`src/hw/rtl/nec_ir_frame_decoder_defines.svh`:
```
// Assertion macros shared by the NEC IR frame decoder RTL.
// Included by files that carry concurrent assertions; no other dependencies.
`ifndef NEC_IR_FRAME_DECODER_DEFINES_SVH
`define NEC_IR_FRAME_DECODER_DEFINES_SVH

// Same-cycle implication, disabled while reset is high.
`define NEC_ASSERT_SAME(label, clk, rst, cond, prop, msg) \
   label: assert property (@(posedge clk) disable iff (rst) (cond) |-> (prop)) \
      else $error(msg);

// Next-cycle implication, disabled while reset is high.
`define NEC_ASSERT_NEXT(label, clk, rst, cond, prop, msg) \
   label: assert property (@(posedge clk) disable iff (rst) (cond) |=> (prop)) \
      else $error(msg);

`endif

```
`src/hw/rtl/nec_ir_pkg.sv`:
```
// Shared types and constants of the NEC IR frame decoder.
// No dependencies; imported by nec_ir_core and nec_ir_frame_decoder.
`timescale 1ns / 1ps

package nec_ir_pkg;

   localparam int TICK_FIELD_BITS = 16;
   localparam int KEY_BITS        = 16;
   localparam int RATE_BITS       = 8;
   localparam int NEC_DATA_BITS   = 32;
   localparam int BIT_IDX_BITS    = $clog2(NEC_DATA_BITS);

   localparam logic [TICK_FIELD_BITS-1:0] HEADER_THRESHOLD_RESET = 16'd4200;
   localparam logic [TICK_FIELD_BITS-1:0] ONE_THRESHOLD_RESET    = 16'd1650;
   localparam logic [RATE_BITS-1:0]       REPEAT_RATE_RESET      = 8'd10;

   typedef enum logic [1:0] {
      CSR_HEADER_THRESHOLD = 2'd0,
      CSR_ONE_THRESHOLD    = 2'd1,
      CSR_REPEAT_RATE      = 2'd2
   } csr_index_type;

   typedef struct packed {
      logic [TICK_FIELD_BITS-1:0] header_threshold;
      logic [TICK_FIELD_BITS-1:0] one_threshold;
      logic [RATE_BITS-1:0]       repeat_rate;
   } cfg_type;

   typedef struct packed {
      logic                valid;
      logic [KEY_BITS-1:0] key_code;
      logic                is_repeat;
   } result_type;

endpackage

```
`src/hw/rtl/nec_ir_core.sv`:
```
// Frame state and decode logic of the NEC IR frame decoder.
// Depends on nec_ir_pkg for the configuration and result structs.
`timescale 1ns / 1ps

module nec_ir_core #(
   parameter int TICK_BITS = 16
) (
   input  logic                                    clock,
   input  logic                                    reset,
   input  logic                                    step,
   input  logic [nec_ir_pkg::TICK_FIELD_BITS-1:0]  interval_ticks,
   input  logic                                    first_of_frame,
   input  nec_ir_pkg::cfg_type                     cfg,
   output nec_ir_pkg::result_type                  result
);
   import nec_ir_pkg::*;

   // Only the low TICK_BITS of the field and thresholds take part in compares.
   localparam int CMP_BITS = (TICK_BITS < TICK_FIELD_BITS) ? TICK_BITS : TICK_FIELD_BITS;
   localparam logic [BIT_IDX_BITS-1:0] LAST_BIT = BIT_IDX_BITS'(NEC_DATA_BITS - 1);

   logic                    collecting_ff, collecting_in;
   logic [BIT_IDX_BITS-1:0] bit_index_ff, bit_index_in;
   logic [KEY_BITS-1:0]     code_shift_ff, code_shift_in;
   logic [KEY_BITS-1:0]     inverse_shift_ff, inverse_shift_in;
   logic [KEY_BITS-1:0]     last_key_ff, last_key_in;
   logic [RATE_BITS-1:0]    repeat_counter_ff, repeat_counter_in;

   logic                    long_header;
   logic                    data_bit;
   logic [RATE_BITS-1:0]    counter_inc;

   assign long_header = interval_ticks[CMP_BITS-1:0] > cfg.header_threshold[CMP_BITS-1:0];
   assign data_bit    = interval_ticks[CMP_BITS-1:0] > cfg.one_threshold[CMP_BITS-1:0];
   assign counter_inc = repeat_counter_ff + RATE_BITS'(1);

   always_comb begin
      collecting_in     = collecting_ff;
      bit_index_in      = bit_index_ff;
      code_shift_in     = code_shift_ff;
      inverse_shift_in  = inverse_shift_ff;
      last_key_in       = last_key_ff;
      repeat_counter_in = repeat_counter_ff;
      result            = '0;

      if (first_of_frame) begin
         collecting_in = 1'b0;
         if (long_header) begin
            repeat_counter_in = '0;
            collecting_in     = 1'b1;
            bit_index_in      = '0;
            code_shift_in     = '0;
            inverse_shift_in  = '0;
         end else if (counter_inc == cfg.repeat_rate) begin
            repeat_counter_in = '0;
            result.valid      = 1'b1;
            result.key_code   = last_key_ff;
            result.is_repeat  = 1'b1;
         end else begin
            repeat_counter_in = counter_inc;
         end
      end else if (collecting_ff) begin
         // Bytes 0 and 2 have index bit 3 clear; bytes 1 and 3 have it set.
         if (!bit_index_ff[3]) begin
            code_shift_in = {code_shift_ff[KEY_BITS-2:0], data_bit};
         end else begin
            inverse_shift_in = {inverse_shift_ff[KEY_BITS-2:0], data_bit};
         end
         bit_index_in = bit_index_ff + BIT_IDX_BITS'(1);
         if (bit_index_ff == LAST_BIT) begin
            collecting_in = 1'b0;
            bit_index_in  = '0;
            if (code_shift_in == ~inverse_shift_in) begin
               last_key_in      = code_shift_in;
               result.valid     = 1'b1;
               result.key_code  = code_shift_in;
               result.is_repeat = 1'b0;
            end
         end
      end
   end

   always_ff @(posedge clock) begin
      if (reset) begin
         collecting_ff     <= 1'b0;
         bit_index_ff      <= '0;
         code_shift_ff     <= '0;
         inverse_shift_ff  <= '0;
         last_key_ff       <= '0;
         repeat_counter_ff <= '0;
      end else if (step) begin
         collecting_ff     <= collecting_in;
         bit_index_ff      <= bit_index_in;
         code_shift_ff     <= code_shift_in;
         inverse_shift_ff  <= inverse_shift_in;
         last_key_ff       <= last_key_in;
         repeat_counter_ff <= repeat_counter_in;
      end
   end

endmodule

```
`src/hw/rtl/nec_ir_frame_decoder.sv`:
```
// An accepted interval is registered in the input stage, decoded out of it and
// registered in the result register once the stage advances; a frame result
// follows its 32nd data bit, a repeat follows its header. Throughput: one
// interval per cycle while rsp_tready is high; the input stage and the result
// register are the only pipeline elements. Reset (synchronous, active high)
// clears the valid flags, core state and configuration, not the payload registers.
`timescale 1ns / 1ps
`include "nec_ir_frame_decoder_defines.svh"

module nec_ir_frame_decoder #(
   parameter int TICK_BITS = 16
) (
   input  logic        clock,
   input  logic        reset,
   // Input stream. tdata: interval_ticks[15:0]. tuser: first_of_frame[0].
   input  logic        req_tvalid,
   output logic        req_tready,
   input  logic [15:0] req_tdata,
   input  logic        req_tuser,
   // Result stream. tdata: key_code[15:0]. tuser: is_repeat[0].
   output logic        rsp_tvalid,
   input  logic        rsp_tready,
   output logic [15:0] rsp_tdata,
   output logic        rsp_tuser,
   // Register write channel: index selects header_threshold, one_threshold
   // or repeat_rate; an index past the list is accepted and ignored.
   input  logic        csr_valid,
   output logic        csr_ready,
   input  logic [1:0]  csr_index,
   input  logic [15:0] csr_data
);
   import nec_ir_pkg::*;

   // Input stage: one registered transaction waiting for the decode logic.
   logic                       s1_valid_ff, s1_valid_in;
   logic [TICK_FIELD_BITS-1:0] s1_ticks_ff;
   logic                       s1_header_ff;

   // Result register that decouples the result stream from the input side.
   logic                rsp_valid_ff, rsp_valid_in;
   logic [KEY_BITS-1:0] rsp_key_ff;
   logic                rsp_repeat_ff;

   cfg_type    cfg_ff;
   result_type core_result;
   logic       advance;
   logic       req_fire;

   // The input stage moves on whenever the result register is free or is
   // being emptied in this cycle.
   assign advance    = !rsp_valid_ff || rsp_tready;
   assign req_tready = !s1_valid_ff || advance;
   assign req_fire   = req_tvalid && req_tready;
   assign csr_ready  = 1'b1;

   assign rsp_tvalid = rsp_valid_ff;
   assign rsp_tdata  = rsp_key_ff;
   assign rsp_tuser  = rsp_repeat_ff;

   nec_ir_core #(
      .TICK_BITS (TICK_BITS)
   ) u_core (
      .clock          (clock),
      .reset          (reset),
      .step           (s1_valid_ff && advance),
      .interval_ticks (s1_ticks_ff),
      .first_of_frame (s1_header_ff),
      .cfg            (cfg_ff),
      .result         (core_result)
   );

   always_comb begin
      s1_valid_in = s1_valid_ff;
      if (req_fire) begin
         s1_valid_in = 1'b1;
      end else if (advance) begin
         s1_valid_in = 1'b0;
      end
   end

   always_comb begin
      rsp_valid_in = rsp_valid_ff;
      if (advance) begin
         rsp_valid_in = s1_valid_ff && core_result.valid;
      end
   end

   always_ff @(posedge clock) begin
      if (reset) begin
         s1_valid_ff  <= 1'b0;
         rsp_valid_ff <= 1'b0;
      end else begin
         s1_valid_ff  <= s1_valid_in;
         rsp_valid_ff <= rsp_valid_in;
      end
   end

   // Payload registers carry no reset.
   always_ff @(posedge clock) begin
      if (req_fire) begin
         s1_ticks_ff  <= req_tdata;
         s1_header_ff <= req_tuser;
      end
      if (advance && s1_valid_ff && core_result.valid) begin
         rsp_key_ff    <= core_result.key_code;
         rsp_repeat_ff <= core_result.is_repeat;
      end
   end

   // Configuration registers; the user must issue writes only while the block is idle (not enforced here).
   always_ff @(posedge clock) begin
      if (reset) begin
         cfg_ff.header_threshold <= HEADER_THRESHOLD_RESET;
         cfg_ff.one_threshold    <= ONE_THRESHOLD_RESET;
         cfg_ff.repeat_rate      <= REPEAT_RATE_RESET;
      end else if (csr_valid && csr_ready) begin
         unique case (csr_index)
            CSR_HEADER_THRESHOLD: cfg_ff.header_threshold <= csr_data;
            CSR_ONE_THRESHOLD:    cfg_ff.one_threshold    <= csr_data;
            CSR_REPEAT_RATE:      cfg_ff.repeat_rate      <= csr_data[RATE_BITS-1:0];
            default: ;
         endcase
      end
   end

   `NEC_ASSERT_SAME(a_ready_when_empty, clock, reset, !s1_valid_ff, req_tready, "input stage empty but not ready")
   `NEC_ASSERT_NEXT(a_accept_loads_stage, clock, reset, req_fire, s1_valid_ff, "accepted transaction lost at input stage")
   `NEC_ASSERT_NEXT(a_stall_holds_stage, clock, reset, s1_valid_ff && !advance, s1_valid_ff && $stable(s1_ticks_ff) && $stable(s1_header_ff), "stalled input stage changed")
   `NEC_ASSERT_NEXT(a_result_registered, clock, reset, s1_valid_ff && advance && core_result.valid, rsp_valid_ff, "decoded result not registered")

endmodule

```
`config.mk`:
```
export PLATFORM = sky130hd
export DESIGN_NAME = nec_ir_frame_decoder
export DESIGN_NICKNAME = d
export VERILOG_FILES = /design/src/hw/rtl/nec_ir_pkg.sv /design/src/hw/rtl/nec_ir_core.sv /design/src/hw/rtl/nec_ir_frame_decoder.sv
export VERILOG_INCLUDE_DIRS = /design/src /design/src/hw/rtl
export SDC_FILE = /design/constraint.sdc
export NUM_CORES = 1
export LEC_CHECK = 0
export ABC_AREA = 0
export BUFFER_PORTS_ARGS = -buffer_cell sky130_fd_sc_hd__buf_2
export CORE_ASPECT_RATIO = 0.9
export CORE_UTILIZATION = 35
export DETAILED_ROUTE_END_ITERATION = 7
export MAX_ROUTING_LAYER = met4
export PLACE_DENSITY = 0.52
export SYNTH_ARGS = -nofsm -noshare
export SYNTH_HDL_FRONTEND = slang
export SYNTH_HIERARCHICAL = 1
export SYNTH_SLANG_ARGS = --single-unit
```
`constraint.sdc`:
```
create_clock -name clock -period 3.4 [get_ports clock]
set_input_delay 0.68 -clock clock [delete_from_list [all_inputs] [get_ports clock]]
set_output_delay 0.68 -clock clock [all_outputs]
set_load 0.02 [all_outputs]
```
==> results of run 1 <==
==> sequential cells by signal, indices dropped and copies added, names as in the netlist <==
name	cells
cfg_ff	40
rsp_tdata	16
s1_ticks_ff	16
u_core/code_shift_ff	16
u_core/inverse_shift_ff	16
u_core/last_key_ff	16
u_core/repeat_counter_ff	8
u_core/bit_index_ff	5
rsp_tuser	1
rsp_tvalid	1
s1_header_ff	1
s1_valid_ff	1
u_core/collecting_ff	1
==> cells in the final DEF, fill, tap and decap left out, drive strengths merged, types with 3 or more instances in the layout <==
cell type,Yosys,layout
dfxtp,104,104
nand2b,78,78
buf,18,78
nor2,63,63
inv,53,61
nand2,59,59
mux2i,57,57
o21ai,42,42
ha,35,35
edfxtp,34,34
a21oi,29,29
xor2,29,29
nand3,18,18
clkbuf,20,17
nand4,17,17
o32ai,17,17
mux2,15,15
nor3,7,7
a211o,6,6
and2,6,6
xnor2,5,5
or3,5,5
nor2b,5,5
nor4,5,5
a31oi,5,5
clkinv,0,5
o211ai,4,4
o2111ai,4,4
nand3b,4,4
or2,3,3
nand4b,3,3
==> routing by layer <==
layer  share of wire  routed length [um]
met5               0                   0
met2            0.42                7012
met1            0.54                8977
met3           0.029                 477
met4           0.014                 229
==> worst max-delay path, stage by stage (launching register included) <==
cell	delay, ns
sky130_fd_sc_hd__dfxtp_1	0.37
sky130_fd_sc_hd__ha_1	0.20
sky130_fd_sc_hd__and3_1	0.16
sky130_fd_sc_hd__ha_1	0.29
sky130_fd_sc_hd__o211a_1	0.19
sky130_fd_sc_hd__o21ai_0	0.07
sky130_fd_sc_hd__o22ai_1	0.27
sky130_fd_sc_hd__o2111ai_1	0.22
sky130_fd_sc_hd__o21ai_1	0.17
sky130_fd_sc_hd__nand2_1	0.10
sky130_fd_sc_hd__nor2b_2	0.11
sky130_fd_sc_hd__buf_4	0.25
==> how the worst min path moves through the flow <==
stage                                start                      to  depth (start not counted)  slack, ns
global placement                cfg_ff[32]              cfg_ff[32]                          2       0.46
CTS                           req_tdata[6]          s1_ticks_ff[6]                          1       0.41
detailed placement              cfg_ff[35]              cfg_ff[35]                          2       0.46
finish                        req_tdata[3]          s1_ticks_ff[3]                          1       0.43
global route                  req_tdata[6]          s1_ticks_ff[6]                          1       0.41
floorplan           u_core/bit_index_ff[4]  u_core/bit_index_ff[4]                          2       0.45
==> cell usage after synthesis, types with 3 or more instances <==
library cell                count
sky130_fd_sc_hd__dfxtp_1      104
sky130_fd_sc_hd__nand2b_1      78
sky130_fd_sc_hd__nor2_1        63
sky130_fd_sc_hd__nand2_1       59
sky130_fd_sc_hd__mux2i_1       56
sky130_fd_sc_hd__inv_1         52
sky130_fd_sc_hd__o21ai_0       40
sky130_fd_sc_hd__ha_1          35
sky130_fd_sc_hd__edfxtp_1      34
sky130_fd_sc_hd__a21oi_1       29
sky130_fd_sc_hd__xor2_1        29
sky130_fd_sc_hd__clkbuf_1      20
sky130_fd_sc_hd__nand3_1       18
sky130_fd_sc_hd__nand4_1       17
sky130_fd_sc_hd__mux2_2        12
sky130_fd_sc_hd__buf_2         10
sky130_fd_sc_hd__o32ai_1        9
sky130_fd_sc_hd__o32ai_2        8
sky130_fd_sc_hd__nor3_1         7
sky130_fd_sc_hd__a211o_1        6
sky130_fd_sc_hd__nor2b_1        5
sky130_fd_sc_hd__nor4_1         5
sky130_fd_sc_hd__or3_1          5
sky130_fd_sc_hd__xnor2_1        5
sky130_fd_sc_hd__a31oi_1        4
sky130_fd_sc_hd__and2_1         4
sky130_fd_sc_hd__o2111ai_1      4
sky130_fd_sc_hd__o211ai_1       4
sky130_fd_sc_hd__buf_4          3
sky130_fd_sc_hd__mux2_1         3
sky130_fd_sc_hd__nand3b_1       3
sky130_fd_sc_hd__nand4b_1       3
sky130_fd_sc_hd__or2_2          3
==> power by group <==
part           leakage, nW  switching [mW]  internal (mW)
Combinational         1.86           0.142          0.104
Sequential            1.13          0.0214           1.71
Clock                0.278           0.814          0.976
==> final cells by class <==
type	count	area (um2)
Timing Repair Buffer	78	442.9
Tap cell	286	357.8
Inverter	53	198.9
Clock buffer	17	425.4
Clock inverter	15	153.9
Sequential cell	138	3103
Multi-Input combinational cell	548	3895
Fill cell	2015	12130
==> metrics by stage <==
step,hold slack (ns),power (mW),util
after floorplan,0.4478,1.927,-
after global placement,0.4607,2.013,0.3862
after detailed placement,0.4648,2.012,0.3862
after CTS,0.4090,3.818,0.4142
after global routing,0.4094,3.914,0.4142
final,0.4309,3.764,0.4142
==> cell families (layout without fill, tap and decap cells) <==
kind of cell / Yosys count / count (layout) / synth area share
simple gates: 282 / 282 / 0.2006
flops: 138 / 138 / 0.4205
compound gates: 124 / 124 / 0.1231
buf+inv: 91 / 163 / 0.05375
mux: 72 / 72 / 0.1019
fa+ha+maj: 35 / 35 / 0.05934
xor+xnor: 34 / 34 / 0.04035
other cells: 1 / 1 / 0.0005082
==> results.md, run 1 <==
* Final hold viol count at 0
* I/O Pins at 60
* Starting utilization of the core area at 0.3564
* Pre-CTS setup slack at 0.6460 ns
* Crit path time final at 2.738 ns
* Number of setup buffers added after CTS at 0
* CTS H-tree depth at 4
* Last element of the critical path: rsp_tdata[13]
* Most heavily used metal layer in global routing: met2
* Overall die width at 155.1 um
* Launching element of the worst setup path: u_core/bit_index_ff[0]
* Post-Syn Instances at 777
* Placed insts at 1,103
* Cell type contributing the most total cell area after synthesis: sky130_fd_sc_hd__dfxtp_1
* Root Buffer: sky130_fd_sc_hd__clkbuf_16
* Maximum number of pins on one net before global-route repair at 56
* Total of buffers placed on input and output ports at 58
* Number of global-route vias before repair at 5,314
* Via/cell ratio at 4.840
* Register clock-pin slew on the reported worst setup and hold paths at 0.06 ns
* Reg-to-reg critical path startpoint: u_core/bit_index_ff[0]
* Hold Crit Class: in -> reg
* Status: complete, no violations
* Final WL at 16.70 mm
* Area of the mapped netlist at 7380 um2
* Slew @ Worst Pin at 0.9646 ns
* Worst flop-to-flop path endpoint: rsp_tdata[13]
* Synthesized area per cell at 9.498 um2
* Overall via count from detail_route at 5,493
* WS Path Type: reg -> reg
* Sinks on the clock net at 138
* Wire length of the first global-routing pass at 28.21 mm
* Number of max-cap violations at 0
* Top cell type's share of synthesized area at 0.2821
* Die area at 21,670 um2
* Length in cells of the worst reg-to-reg path at 11
* Number of buffers between clock root and the deepest sink at 2
* Share of final-layout standard cells stronger than drive strength 1 at 0.1731
* Max Freq at 0.3652 GHz
* Area grow syn2layout at 16.23%
* TritonCTS clock tree: yes
* Number of antenna violations at the first check in global routing at 0
* Number of standard-cell rows in the floorplan at 50
* Highest net fanout along the worst path at 17
* Sum of overflow across all layers after global routing at 0
* Data required time of the worst path at 3.51 ns
* Clock insertion delay at the later pin of the skew report at 0.43 ns
* Setup repair after global routing missed its margin: false
* Final non-filler cell area at 8577 um2
* Routed length per placed instance at 14.71 um
* Final Wtd Congestion at 0.7992
* Clock Skew at 0.01326 ns
* Crit path setup slack, layout at 0.6621 ns
* GRT Util Overall at 0.1704
* Post-synthesis sequential element count at 138
* R2R setup slack at 0.66 ns
* Sum of negative setup slack at 0 ns
* TritonCTS Buffers at 17
* Fraction of synthesis flops using an asynchronous set or reset pin at 0
* Number of setup violations in the final report at 0
* DR iter-0 viols at 374
* Maximum vdd ir drop at 0.0001990 V
* Largest cells by area after synthesis: sky130_fd_sc_hd__dfxtp_1, sky130_fd_sc_hd__edfxtp_1, sky130_fd_sc_hd__mux2i_1
* Cell variety after synth at 65
* Post-route DRC at 0
* Met1 layer usage reported by global route at 0.2404
* Number of enable flip-flop cells after synthesis at 34
* Pwr per Cell Area at 438.9 nW/um2
* Proportion of synthesized chip area in sequential cells at 0.4205
* Flip-flop cell with the highest count after synthesis: sky130_fd_sc_hd__dfxtp_1
* Arrival time at the worst endpoint at 2.85 ns
* Met3 track demand over resource in global routing at 0.02959
* Gates resized, CTS repair at 0
* Pre-antenna DRT Iters at 5
* Overall die height at 139.8 um
* Pleak at 3.266 nW
* Number of antenna cells inserted at 0
* Core area at 20,710 um2
* Post-layout instance count excluding filler cells at 1,135
* Nature of the critical path startpoint: register
* Cts-stage hold buffer count at 0
* Final clock period utilization by the worst path at 0.8053
* Routing usage on met2 at 0.2421
* Net count, final at 911
* Endpoint type of the worst setup path: register
* Synthesis Warnings at 6
* Synthesized Nets at 852
* Placement Cell Area at 7998 um2
* Slew HR at 0.3569
* Pins over their slew limit at 0
* HPWL after DPL at 11.93 mm
* Number of routed nets with antenna violations at 0
Note: power is estimated with default switching activity, not from simulation.
==> run 2: changes to the inputs <==
--- a/config.mk
+++ b/config.mk
@@ -12,7 +12,7 @@
 export CORE_UTILIZATION = 35
 export DETAILED_ROUTE_END_ITERATION = 7
 export MAX_ROUTING_LAYER = met4
-export PLACE_DENSITY = 0.52
+export PLACE_DENSITY = 0.5
 export SYNTH_ARGS = -nofsm -noshare
 export SYNTH_HDL_FRONTEND = slang
 export SYNTH_HIERARCHICAL = 1
==> constraint.sdc (replaced) <==
create_clock -name clock -period 2.8 [get_ports clock]
set_input_delay 0.56 -clock clock [delete_from_list [all_inputs] [get_ports clock]]
set_output_delay 0.56 -clock clock [all_outputs]
set_load 0.02 [all_outputs]
==> run 2 against run 1 <==
Effect of this change: wire length is 0.23% higher; clock skew is 0.0027 ns higher; final cell count is 1.1% higher; combinational power is 31% higher; cell area is 2.7% higher; largest cell class unchanged; largest power group unchanged; sequential share of layout area is 0.95 points lower.
==> results.md, run 2 (synthesized netlist as in run 1, its figures left out) <==
* HPWL after DPL at 12.06 mm (was 11.93 mm)
* Core area at 20,710 um2 (unchanged)
* Hold Crit Depth at 1 (unchanged)
* Cell Int Power at 3.473 mW (was 2.787 mW)
* Starting utilization of the core area at 0.3564 (unchanged)
* Data required time of the worst path at 3.11 ns (was 3.51 ns)
* Largest incremental delay on the critical path at 0.43 ns (was 0.37 ns)
* Pwr per Cell Area at 527.0 nW/um2 (was 438.9 nW/um2)
* Overall die height at 139.8 um (unchanged)
* Final WL at 16.74 mm (was 16.70 mm)
* WS Path Type: reg -> reg (unchanged)
* Arrival time at the worst endpoint at 3.01 ns (was 2.85 ns)
* Number of antenna cells inserted at 0 (unchanged)
* Number of setup violations in the final report at 0 (unchanged)
* Status: complete, no violations (unchanged)
* Root Buffer: sky130_fd_sc_hd__clkbuf_16 (unchanged)
* Die area at 21,670 um2 (unchanged)
* Clock Skew at 0.01595 ns (was 0.01326 ns)
* Combinational cell fraction of total power at 0.069 (was 0.065)
* Number of antenna violations at the first check in global routing at 0 (unchanged)
* Crit path max-delay cell type: sky130_fd_sc_hd__a2111o_1 (was sky130_fd_sc_hd__dfxtp_1)
* Endpoint type of the worst setup path: register (unchanged)
* Pleak at 3.366 nW (was 3.266 nW)
* Post-layout instance count excluding filler cells at 1,147 (was 1,135)
* Number of buffers between clock root and the deepest sink at 2 (unchanged)
* I/O Pins at 60 (unchanged)
* Number of routed nets with antenna violations at 0 (unchanged)
* Post-route worst hold slack at 0.3129 ns (was 0.4309 ns)
* Most common library cell in the layout ignoring fill and taps: sky130_fd_sc_hd__dfxtp_1 (unchanged)
* Crit path time final at 2.692 ns (was 2.738 ns)
* Area grow syn2layout at 19.41% (was 16.23%)
* Proportion of power drawn by flip-flops and latches at 0.452 (was 0.459)
* Reported net switching power at 1.171 mW (was 0.9770 mW)
* Clock insertion delay at the later pin of the skew report at 0.43 ns (about the same)
* Wire length of the first global-routing pass at 27.99 mm (was 28.21 mm)
* Switching share of power at 0.2522 (was 0.2595)
* Sinks on the clock net at 138 (unchanged)
* Net count, final at 923 (was 911)
* Pre-antenna DRT Iters at 4 (was 5)
* Sum of negative setup slack at 0 ns (unchanged)
* CTS H-tree depth at 4 (unchanged)
* Finished Core Util at 0.4256 (was 0.4142)
* Post-route DRC at 0 (unchanged)
* Placement Cell Area at 8182 um2 (was 7998 um2)
* Via/cell ratio at 4.791 (was 4.840)
* HP Start: req_tdata[2] (was req_tdata[3])
* Register name with the most flops: cfg_ff (unchanged)
* TritonCTS clock tree: yes (unchanged)
* Nature of the critical path startpoint: register (unchanged)
* R2R setup slack at 0.11 ns (was 0.66 ns)
* DR iter-0 viols at 324 (was 374)
* Commonest cells after routing, fill and taps aside: sky130_fd_sc_hd__dfxtp_1, sky130_fd_sc_hd__nand2b_1, sky130_fd_sc_hd__nor2_1 (unchanged)
* Final non-filler cell area at 8812 um2 (was 8577 um2)
* Pre-CTS setup slack at 0.04205 ns (was 0.6460 ns)
* Max Freq at 0.3715 GHz (was 0.3652 GHz)
* Register clock-pin slew on the reported worst setup and hold paths at 0.07 ns (was 0.06 ns)
* Final hold viol count at 0 (unchanged)
* Maximum number of pins on one net before global-route repair at 55 (was 56)
* Worst flop-to-flop path endpoint: u_core/last_key_ff[15] (was rsp_tdata[13])
* Reg-to-reg critical path startpoint: s1_ticks_ff[1] (was u_core/bit_index_ff[0])
* Placed insts at 1,115 (was 1,103)
* Highest net fanout along the worst path at 16 (was 17)
* Max FFs per register at 40 (unchanged)
* Maximum vdd ir drop at 0.0004016 V (was 0.0001990 V)
* Final Wtd Congestion at 0.8059 (was 0.7992)
* Number of max-cap violations at 0 (unchanged)
* Number of setup buffers added after CTS at 0 (unchanged)
* Number of standard-cell rows in the floorplan at 50 (unchanged)
* GRT Util Overall at 0.1696 (was 0.1704)
* Overall via count from detail_route at 5,495 (was 5,493)
* Crit path setup slack, layout at 0.1082 ns (was 0.6621 ns)
* CP cell instances: ha_1 > nor2b_2 > o211ai_1 > a2111o_1 > a31oi_4 > mux2i_4 > buf_12 > mux2_2 (was ha_1 > and3_1 > ha_1 > o211a_1 > o21ai_0 > o22ai_1 > o2111ai_1 > o21ai_1 > nand2_1 > nor2b_2 > buf_4)
* Overall die width at 155.1 um (unchanged)
* TritonCTS Buffers at 17 (unchanged)
* Total of buffers placed on input and output ports at 58 (unchanged)
* Setup repair after global routing missed its margin: true (was false)
* Routed length per placed instance at 14.59 um (was 14.71 um)
* Hold Crit Class: in -> reg (unchanged)
* Pins over their slew limit at 0 (unchanged)
* Share of final-layout standard cells stronger than drive strength 1 at 0.1951 (was 0.1731)
* Number of global-route vias before repair at 5,403 (was 5,314)
* Overall power after layout at 4.644 mW (was 3.764 mW)
* Hold Crit Endpoint: s1_ticks_ff[2] (was s1_ticks_ff[3])
* Launching element of the worst setup path: s1_ticks_ff[1] (was u_core/bit_index_ff[0])
* Length in cells of the worst reg-to-reg path at 8 (was 11)
* Clock network fraction of design power at 0.479 (was 0.475)
* Final clock period utilization by the worst path at 0.9614 (was 0.8053)
* Sum of overflow across all layers after global routing at 0 (unchanged)
[run 2: cell count changes in the layout (fill, tap and decap cells not counted), sizes merged]
cell,before,now
buf,78,90
inv,61,63
clkinv,5,2
bufinv,0,1
[run 2: worst max path at each step]
stage,end,slack [ns],depth (start not counted)
after global routing,rsp_tdata[4],-0.02,9
after floorplan,rsp_tdata[0],0.004,12
after global placement,u_core/repeat_counter_ff[1],0.06,8
after CTS,u_core/repeat_counter_ff[1],0.002,8
final,u_core/last_key_ff[15],0.11,8
after detailed placement,u_core/repeat_counter_ff[1],0.04,8
[run 2: cell type report]
| type | count | area [um2] |
|---|---|---|
| clock inverters | 15 | 152.6 |
| multi-input cells | 548 | 3978 |
| flip-flops and latches | 138 | 3104 |
| clock buffers | 17 | 425.4 |
| inverters | 53 | 198.9 |
| repair buffers | 90 | 595.6 |
| fillers | 2027 | 11900 |
| well taps | 286 | 357.8 |
[run 2: metal layers]
layer  wire length (um)  GRT usage
met4                158    0.05628
met2               7307     0.2392
met5                  0          -
met1               8705     0.2381
met3                564    0.03613
[run 2: critical path, delay by kind of cell, from the launching register on]
family          cells  cell delay [ns]
simple gates        1             0.15
fa+ha+maj           1             0.33
buf+inv             1             0.18
flops               1             0.40
mux                 2             0.66
compound gates      3             0.87
[run 2: power by group through the flow]
stage	clock network [mW]	logic [mW]	registers, mW
2_1_floorplan	0	0.211	2.13
3_3_place_gp	0	0.319	2.14
3_5_place_dp	0	0.318	2.14
4_1_cts	2.29	0.320	2.10
5_1_grt	2.37	0.360	2.10
6_report	2.23	0.321	2.10
[run 2: what timing repair did]
item                                    in CTS  in global routing
endpoints found under the setup margin       0                 25
hold endpoints to repair                     0                  0
hold buffers                                 0                  0
gates resized for setup                      0                  7
